### src/rtl/core/dvrt_pkg.sv
`timescale 1ns / 1ps
package dvrt_pkg;
    localparam logic [4:0] COST_INF = 5'd16;
    localparam logic [7:0] AGE_MAX  = 8'd255;
    localparam logic [7:0] TIMEOUT_RESET = 8'd12;

    localparam logic [2:0] REQ_INSTALL   = 3'd0;
    localparam logic [2:0] REQ_MERGE     = 3'd1;
    localparam logic [2:0] REQ_TICK      = 3'd2;
    localparam logic [2:0] REQ_LOOKUP    = 3'd3;
    localparam logic [2:0] REQ_ADVERTISE = 3'd4;

    typedef struct packed {
        logic [2:0]  req_type;
        logic [31:0] route_address;
        logic [4:0]  advertised_cost;
        logic [3:0]  hop_itf;
        logic        is_local;
    } t_req;

    typedef struct packed {
        logic [31:0] out_address;
        logic [4:0]  out_cost;
        logic [3:0]  out_interface;
        logic        found;
        logic        entry_valid;
        logic        table_changed;
        logic        table_full;
        logic        last;
    } t_rsp;

    typedef struct packed {
        logic [31:0] address;
        logic [4:0]  cost;
        logic [3:0]  itf;
        logic [7:0]  age;
        logic        local_mark;
    } t_entry;

    typedef enum logic [2:0] {
        ST_IDLE,
        ST_READ,
        ST_EVAL,
        ST_APPEND,
        ST_OUT
    } t_state;
endpackage

### src/rtl/core/dvrt_mem.sv
`timescale 1ns / 1ps
module dvrt_mem #(
    parameter int MAX_ROUTES = 64
) (
    input  logic                          i_clk,
    input  logic                          i_we,
    input  logic [$clog2(MAX_ROUTES)-1:0] i_waddr,
    input  dvrt_pkg::t_entry              i_wdata,
    input  logic [$clog2(MAX_ROUTES)-1:0] i_raddr,
    output dvrt_pkg::t_entry              o_rdata
);
    import dvrt_pkg::*;

    t_entry r_mem [MAX_ROUTES];

    always_ff @(posedge i_clk) begin
        if (i_we) begin
            r_mem[i_waddr] <= i_wdata;
        end
        o_rdata <= r_mem[i_raddr];
    end
endmodule

### src/rtl/core/distance_vector_route_table.sv
`timescale 1ns / 1ps
// distance-vector route table
// input channel i_req_valid/o_req_ready carries one request transaction
// (install, merge, tick, lookup, advertise); output channel
// o_rsp_valid/i_rsp_ready carries result transactions, last marks the end
// the table lives in one synchronous memory; a sequencer reads, modifies
// and writes back one entry at a time; one request is worked at a time
// each entry visited is read, then evaluated; install/merge stop on a hit,
// else append at the end (or report full); lookup stops on a hit of cost
// below COST_INF, tick walks all entries, an unknown request gives one result
// with no walk; advertise gives one result per entry, one for an empty table
// o_req_ready returns the cycle after the last result loads
// i_timeout_we writes r_timeout; only while idle, a rule the user keeps:
// the block itself does not enforce it
// reset: synchronous, active low; clears entry count, timeout back to 12;
// memory contents are not cleared, entries at or above the count are
// never evaluated
// a stalled receiver holds the result register; lookup and advertise walks wait on it
module distance_vector_route_table #(
    parameter int MAX_ROUTES = 64
) (
    input  logic             i_clk,
    input  logic             i_rst_n,
    input  logic             i_req_valid,
    output logic             o_req_ready,
    input  dvrt_pkg::t_req   i_req,
    output logic             o_rsp_valid,
    input  logic             i_rsp_ready,
    output dvrt_pkg::t_rsp   o_rsp,
    input  logic             i_timeout_we,
    input  logic [7:0]       i_timeout_wdata
);
    import dvrt_pkg::*;

    localparam int AW = $clog2(MAX_ROUTES);
    localparam int CW = $clog2(MAX_ROUTES + 1);
    localparam logic [CW-1:0] MAX_CNT = CW'(MAX_ROUTES);

    t_state        r_state, n_state;
    t_req          r_req;
    logic [4:0]    r_cost;       // clamped cost
    logic [CW-1:0] r_count;
    logic [CW-1:0] r_idx;        // entry being visited
    logic [7:0]    r_timeout;
    logic          r_changed;
    t_rsp          r_rsp;
    t_rsp          n_rsp;
    logic          r_rsp_valid;

    logic          mem_we;
    t_entry        mem_wdata;
    t_entry        mem_rdata;

    dvrt_mem #(.MAX_ROUTES(MAX_ROUTES)) u_mem (
        .i_clk  (i_clk),
        .i_we   (mem_we),
        .i_waddr(r_idx[AW-1:0]),
        .i_wdata(mem_wdata),
        .i_raddr(r_idx[AW-1:0]),
        .o_rdata(mem_rdata)
    );

    // evaluation of the entry just read
    logic          hit;
    logic          at_end;
    logic          is_last_entry;
    logic [5:0]    c_plus;
    logic [7:0]    aged;
    t_entry        upd;
    logic          upd_we;
    logic          upd_chg;

    assign hit          = (mem_rdata.address == r_req.route_address);
    assign at_end       = (r_idx >= r_count);
    assign is_last_entry = (r_idx + CW'(1) == r_count);
    assign c_plus       = {1'b0, r_cost} + 6'd1;
    assign aged         = (mem_rdata.age < AGE_MAX) ? mem_rdata.age + 8'd1 : mem_rdata.age;

    always_comb begin
        upd     = mem_rdata;
        upd_we  = 1'b0;
        upd_chg = 1'b0;
        unique case (r_req.req_type)
            REQ_INSTALL: begin
                upd.cost       = r_cost;
                upd.itf        = r_req.hop_itf;
                upd.age        = '0;
                upd.local_mark = r_req.is_local;
                upd_we         = hit;
                upd_chg        = hit && (mem_rdata.cost != r_cost);
            end
            REQ_MERGE: begin
                if (c_plus < {1'b0, mem_rdata.cost}) begin
                    upd.cost       = c_plus[4:0];
                    upd.itf        = r_req.hop_itf;
                    upd.age        = '0;
                    upd.local_mark = 1'b0;
                    upd_we         = hit;
                    upd_chg        = hit;
                end else if (c_plus == {1'b0, mem_rdata.cost}) begin
                    upd.itf = r_req.hop_itf;
                    upd.age = '0;
                    upd_we  = hit;
                end else if (mem_rdata.itf == r_req.hop_itf && r_cost == COST_INF) begin
                    upd.age  = '0;
                    upd.cost = COST_INF;
                    upd_we   = hit;
                    upd_chg  = hit && (mem_rdata.cost != COST_INF);
                end
            end
            REQ_TICK: begin
                if (!mem_rdata.local_mark) begin
                    upd_we = 1'b1;
                    if (aged >= r_timeout) begin
                        upd.cost = COST_INF;
                        upd.age  = '0;
                        upd_chg  = (mem_rdata.cost != COST_INF);
                    end else begin
                        upd.age = aged;
                    end
                end
            end
            default: ;
        endcase
    end

    // append path writes at r_idx == r_count
    t_entry app;
    always_comb begin
        app.address    = r_req.route_address;
        app.itf        = r_req.hop_itf;
        app.age        = '0;
        app.local_mark = (r_req.req_type == REQ_INSTALL) ? r_req.is_local : 1'b0;
        if (r_req.req_type == REQ_INSTALL || r_cost == COST_INF) begin
            app.cost = r_cost;
        end else begin
            app.cost = c_plus[4:0];
        end
    end

    logic eval_done;   // this request finishes on the entry being evaluated
    always_comb begin
        unique case (r_req.req_type)
            REQ_INSTALL, REQ_MERGE: eval_done = hit;
            REQ_LOOKUP:             eval_done = hit && (mem_rdata.cost < COST_INF);
            REQ_TICK, REQ_ADVERTISE: eval_done = is_last_entry;
            default:                eval_done = 1'b1;
        endcase
    end

    assign mem_we    = (r_state == ST_EVAL && upd_we) ||
                       (r_state == ST_APPEND && r_count < MAX_CNT);
    assign mem_wdata = (r_state == ST_APPEND) ? app : upd;

    logic rsp_free;
    assign rsp_free    = !r_rsp_valid || i_rsp_ready;
    assign o_req_ready = (r_state == ST_IDLE);
    assign o_rsp_valid = r_rsp_valid;
    assign o_rsp       = r_rsp;

    // lookup and advertise emitting from ST_EVAL need a free output
    logic eval_emit;
    assign eval_emit = (r_state == ST_EVAL) &&
        ((r_req.req_type == REQ_ADVERTISE) ||
         (r_req.req_type == REQ_LOOKUP && eval_done));

    logic rsp_load;
    assign rsp_load = (eval_emit || r_state == ST_OUT) && rsp_free;

    // next state
    always_comb begin
        n_state = r_state;
        unique case (r_state)
            ST_IDLE:   if (i_req_valid) n_state = ST_READ;
            ST_READ: begin
                if (r_req.req_type > REQ_ADVERTISE || at_end) begin
                    n_state = (r_req.req_type == REQ_INSTALL ||
                               r_req.req_type == REQ_MERGE) ? ST_APPEND : ST_OUT;
                end else begin
                    n_state = ST_EVAL;
                end
            end
            ST_EVAL: begin
                // result pending on a busy output: hold the entry
                if (eval_emit && !rsp_free) begin
                    n_state = ST_EVAL;
                end else if (eval_done) begin
                    n_state = (r_req.req_type == REQ_ADVERTISE ||
                               r_req.req_type == REQ_LOOKUP) ? ST_IDLE : ST_OUT;
                end else begin
                    n_state = ST_READ;
                end
            end
            ST_APPEND: n_state = ST_OUT;
            ST_OUT:    if (rsp_free) n_state = ST_IDLE;
            default:   n_state = ST_IDLE;
        endcase
    end

    // result transaction contents
    always_comb begin
        n_rsp      = '0;
        n_rsp.last = 1'b1;
        if (eval_emit) begin
            if (r_req.req_type == REQ_LOOKUP) begin
                n_rsp.out_cost      = mem_rdata.cost;
                n_rsp.out_interface = mem_rdata.itf;
                n_rsp.found         = 1'b1;
            end else begin
                // poison reverse toward the asking interface
                n_rsp.out_address = mem_rdata.address;
                n_rsp.out_cost    = (mem_rdata.itf == r_req.hop_itf) ?
                                    COST_INF : mem_rdata.cost;
                n_rsp.entry_valid = 1'b1;
                n_rsp.last        = is_last_entry;
            end
        end else begin
            unique case (r_req.req_type)
                REQ_INSTALL, REQ_MERGE: begin
                    n_rsp.table_changed = r_changed;
                    n_rsp.table_full    = !r_changed && (r_idx >= r_count);
                end
                REQ_TICK:   n_rsp.table_changed = r_changed;
                REQ_LOOKUP: n_rsp.out_cost      = COST_INF;
                default: ;
            endcase
        end
    end

    always_ff @(posedge i_clk) begin
        if (!i_rst_n) begin
            r_state     <= ST_IDLE;
            r_count     <= '0;
            r_timeout   <= TIMEOUT_RESET;
            r_rsp_valid <= 1'b0;
            r_idx       <= '0;
            r_changed   <= 1'b0;
        end else begin
            if (i_timeout_we) r_timeout <= i_timeout_wdata;
            if (rsp_load) begin
                r_rsp_valid <= 1'b1;
            end else if (i_rsp_ready) begin
                r_rsp_valid <= 1'b0;
            end
            r_state <= n_state;
            unique case (r_state)
                ST_IDLE: begin
                    r_idx     <= '0;
                    r_changed <= 1'b0;
                end
                ST_EVAL: begin
                    if (!(eval_emit && !rsp_free)) begin
                        r_changed <= r_changed | upd_chg;
                        if (!eval_done) r_idx <= r_idx + CW'(1);
                    end
                end
                ST_APPEND: begin
                    if (r_count < MAX_CNT) begin
                        r_count   <= r_count + CW'(1);
                        r_changed <= 1'b1;
                    end
                end
                default: ;
            endcase
        end
    end

    // payload registers
    always_ff @(posedge i_clk) begin
        if (r_state == ST_IDLE && i_req_valid) begin
            r_req  <= i_req;
            r_cost <= (i_req.advertised_cost > COST_INF) ? COST_INF : i_req.advertised_cost;
        end
        if (rsp_load) begin
            r_rsp <= n_rsp;
        end
    end

`ifndef SYNTH
    a_count_bound: assert property (@(posedge i_clk) disable iff (!i_rst_n)
        r_count <= MAX_CNT) else $error("entry count past capacity");
    a_ready_idle: assert property (@(posedge i_clk) disable iff (!i_rst_n)
        (i_req_valid && o_req_ready) |=> !o_req_ready)
        else $error("second transaction taken while busy");
    a_idx_bound: assert property (@(posedge i_clk) disable iff (!i_rst_n)
        (r_state == ST_EVAL) |-> (r_idx < r_count)) else $error("walk past count");
`endif
endmodule

### config.mk
export PLATFORM = sky130hd
export DESIGN_NAME = distance_vector_route_table
export DESIGN_NICKNAME = d
export VERILOG_FILES = /design/src/rtl/core/dvrt_pkg.sv /design/src/rtl/core/dvrt_mem.sv /design/src/rtl/core/distance_vector_route_table.sv
export SDC_FILE = /design/constraint.sdc
export NUM_CORES = 2
export LEC_CHECK = 0
export BUFFER_PORTS_ARGS = -buffer_cell sky130_fd_sc_hd__buf_4
export CAP_MARGIN = 20
export CORE_MARGIN = 1.5
export CORE_UTILIZATION = 55
export DETAILED_ROUTE_END_ITERATION = 8
export GPL_ROUTABILITY_DRIVEN = 0
export PLACE_DENSITY = 0.77
export SYNTH_ARGS = -nofsm -noshare
export SYNTH_HDL_FRONTEND = slang
export SYNTH_HIERARCHICAL = 1
export SYNTH_SLANG_ARGS = --single-unit
### constraint.sdc
create_clock -name i_clk -period 7.66 [get_ports i_clk]
set_input_delay 1.149 -clock i_clk [delete_from_list [all_inputs] [get_ports i_clk]]
set_output_delay 1.149 -clock i_clk [all_outputs]
set_load 0.02 [all_outputs]
==> run_results.csv <==
group,metric,value,unit
floorplan,ioPinCount,106,
clock_network,cts_buffers,338,
logic_synthesis,syn-instance-count,6158,
global_routing,globalRouteOverflowTotal,0,
detailed_routing,drt_iter0_markers,12880,
timing,final.setup.tns,0,ps
floorplan,core-area,235000,sq um
finish,multi_input_area,28340,sq um
logic_synthesis,synth_nets,6241,
finish,final_area,146300,sq um
floorplan,die_w,488.9,um
logic_synthesis,syn_avg_cell_area,21.09,sq um
logic_synthesis,synth_top_flop_cell,"edfxtp_1",
detailed_routing,vias,70930,
clock_network,cts_sinks,3368,
global_routing,grt.busiest_layer,"met2",
timing,finalHoldViolations,0,
power_and_ir_drop,total_power,36.84,mW
finish,drive_above_1_share,25.24,%
logic_synthesis,seq_area_frac_synth,77.28,%
clock_network,postCtsSetupBuffers,0,
setup_path,startpoint,"r_cost[0]$_SDFFCE_PN0P_",
logic_synthesis,synth_edf_count,3291,
timing,rsz0062_at_grt,"no",
clock_network,clock_path_buffers,4,
setup_path,worst_ep_arrival_time,6380,ps
timing,drv_slew,2,
detailed_routing,final_antenna_net_count,0,
global_routing,use_met3,11.91,%
global_routing,grt_pass1_vias,67960,
finish,final_nets,6572,
placement,hpwl,234800,um
detailed_routing,postRouteWirelength,395300,um
clock_network,ctsHoldBuffers,0,
finish,regArea,100400,sq um
hold_path,hp-start,"i_req[43]",
logic_synthesis,yosysWarningCount,6,
outcome,violations,"design-rule violations, max-slew violations",
detailed_routing,firstDrtPassIters,9,
outcome,status,"finished with violations",
clock_network,cts_resized,0,
clock_network,cts_tree,"yes",
clock_network,clk_pin_slew_worst_paths,60,ps
finish,final_common_cell,"edfxtp_1",
global_routing,grt_first_pass_wirelength,540800,um
logic_synthesis,synth_cell_type_count,82,
setup_path,path_delay_family,"simple AND/OR/NAND/NOR gates",
setup_path,cp_slowest_stage_delay,950,ps
finish,fin_util,62.26,%
setup_path,cp.required,8250,ps
global_routing,grt_max_degree,107,
floorplan,dieHeight,488.9,um
global_routing,use_met2,47.86,%
detailed_routing,via_per_inst,7.151,
detailed_routing,drc,1,
placement,post_dp_cell_area,135800,sq um
timing,fin_crit_sh,75.61,%
finish,final_cell_mix,"edfxtp_1 (3291), mux4_2 (690), clkbuf_16 (341)",
timing,period_needed,5792,ps
placement,port-buffer-count,105,
timing,worst_pin_slew,1539,ps
floorplan,start_util,55.27,%
clock_network,ctsHtreeMaxLevel,5,
timing,finClkSkew,93.34,ps
setup_path,worst_setup_path_end_kind,"register",
setup_path,crit_path_max_fanout,27,
global_routing,grtUsageMet1,41.74,%
setup_path,r2r-start,"r_cost[0]$_SDFFCE_PN0P_",
timing,slew_headroom,-2.611,%
clock_network,clockRootBuffer,"clkbuf_16",
power_and_ir_drop,p_leak,44.33,nW
detailed_routing,wl_per_cell,39.85,um
setup_path,path_cells,"ha_1, nand3_1, xnor2_1, ha_1, a32o_2, or3_1, nand2_1, nor3_1, o32ai_1, a31o_2, nor2b_1, nand3_1, nor2_4, buf_4",
logic_synthesis,async_flop_share,0,%
logic_synthesis,ys_ff_latch,3368,
power_and_ir_drop,ir_drop,217.1,uV
hold_path,hp-class,"input pin to register",
timing,max_freq,172.7,MHz
setup_path,crit_buf_inv,1,
finish,area_growth,12.65,%
logic_synthesis,synth_area,129900,sq um
clock_network,clkLatencyLatePin,990,ps
timing,setup_viol,0,
finish,fillers,15070,
setup_path,criticalPathCategory,"register to register",
global_routing,grt_antenna_before_repair,53,
run,cap_violations,0,
floorplan,rows,178,
setup_path,cp_slowest_cell,"nor2_4",
global_routing,grt_usage,33.13,%
power_and_ir_drop,p_per_area,251.8,nW/um^2
setup_path,startpoint_type,"register",
floorplan,dieArea,239100,sq um
-- power breakdown --
part | internal [mW] | total, mW | switching (mW) | leakage [nW]
Combinational | 0.146 | 0.623 | 0.477 | 8.96
Clock | 9.16 | 16.0 | 6.82 | 5.12
Sequential | 20.2 | 20.2 | 0.0513 | 30.3
-- stage by stage --
step / hold slack, ps / instances / worst slack, ps
floorplan: 460.4 / 6158 / 856.0
global placement: 484.0 / 9292 / 2025
detailed placement: 506.2 / 9298 / 2092
CTS: 313.9 / 9880 / 2002
global route: 321.8 / 9893 / 1638
finish: 357.0 / 9918 / 1868
-- layout make-up --
type | count | share of cell area (%)
multi-input cells | 2404 | 19.37
clock buffers | 417 | 6.083
clock inverters | 165 | 1.049
flip-flops and latches | 3368 | 68.62
diodes | 37 | 0.06329
well taps | 3150 | 2.694
inverters | 33 | 0.08467
repair buffers | 344 | 2.036
-- registers in the layout, summed over array words and instances (netlist names), 3 cells and up --
| register | flops |
|---|---|
| u_mem/r_mem | 3200 |
| u_mem/o_rdata | 50 |
| o_rsp | 46 |
| app | 36 |
| r_timeout | 8 |
| r_count | 7 |
| r_idx | 7 |
| r_cost | 5 |
| r_req | 4 |
| r_state | 3 |
-- routing by layer --
layer  vias up  wire [um]
met5         -        212
met4        28      33830
met3      1299      61960
met2      6858     174300
met1     36230     124900
li1      26510          -
-- logic make-up after synthesis --
family | after synthesis | share of synthesized area [%]
compound gates | 560 | 3.249
flops | 3368 | 77.28
buf+inv | 386 | 1.484
xor+xnor | 63 | 0.4364
fa+ha+maj | 25 | 0.2409
simple gates | 741 | 2.751
mux | 1015 | 14.56
-- final timing paths --
| check | slack, ps | cells after the start | endpoint |
|---|---|---|---|
| min reg2reg | 520 | 2 | r_timeout[6]$_SDFFE_PN0P_ |
| max | 1870 | 14 | u_mem/r_mem[30][37]$_DFFE_PP_ |
| max reg2reg | 1870 | 14 | u_mem/r_mem[30][37]$_DFFE_PP_ |
| min | 360 | 1 | r_req[43]$_DFFE_PP_ |
-- cells in the mapped netlist (16+ instances only) --
cell | number | area share [%]
o221ai_1 | 60 | 0.40
nand3_1 | 121 | 0.47
a311o_1 | 16 | 0.12
xnor2_1 | 56 | 0.38
o21ai_0 | 17 | 0.066
clkbuf_1 | 182 | 0.53
buf_1 | 28 | 0.081
o21ai_1 | 16 | 0.062
buf_6 | 23 | 0.20
inv_1 | 31 | 0.090
mux4_2 | 690 | 12
mux2_2 | 74 | 0.64
mux2i_1 | 235 | 1.8
buf_4 | 40 | 0.23
nand4_1 | 79 | 0.38
edfxtp_1 | 3291 | 76
o22ai_1 | 127 | 0.61
nor2_1 | 133 | 0.38
a221o_1 | 37 | 0.29
nand2_1 | 237 | 0.68
and3_1 | 54 | 0.26
nor3_1 | 23 | 0.089
buf_2 | 75 | 0.29
ha_1 | 25 | 0.24
a22oi_1 | 87 | 0.50
dfxtp_1 | 77 | 1.2
mux2_1 | 16 | 0.14
nor2b_1 | 34 | 0.16
a21oi_1 | 48 | 0.18
o211ai_1 | 20 | 0.12
a211oi_1 | 36 | 0.21
No activity file was read; power rests on OpenSTA's default activity.
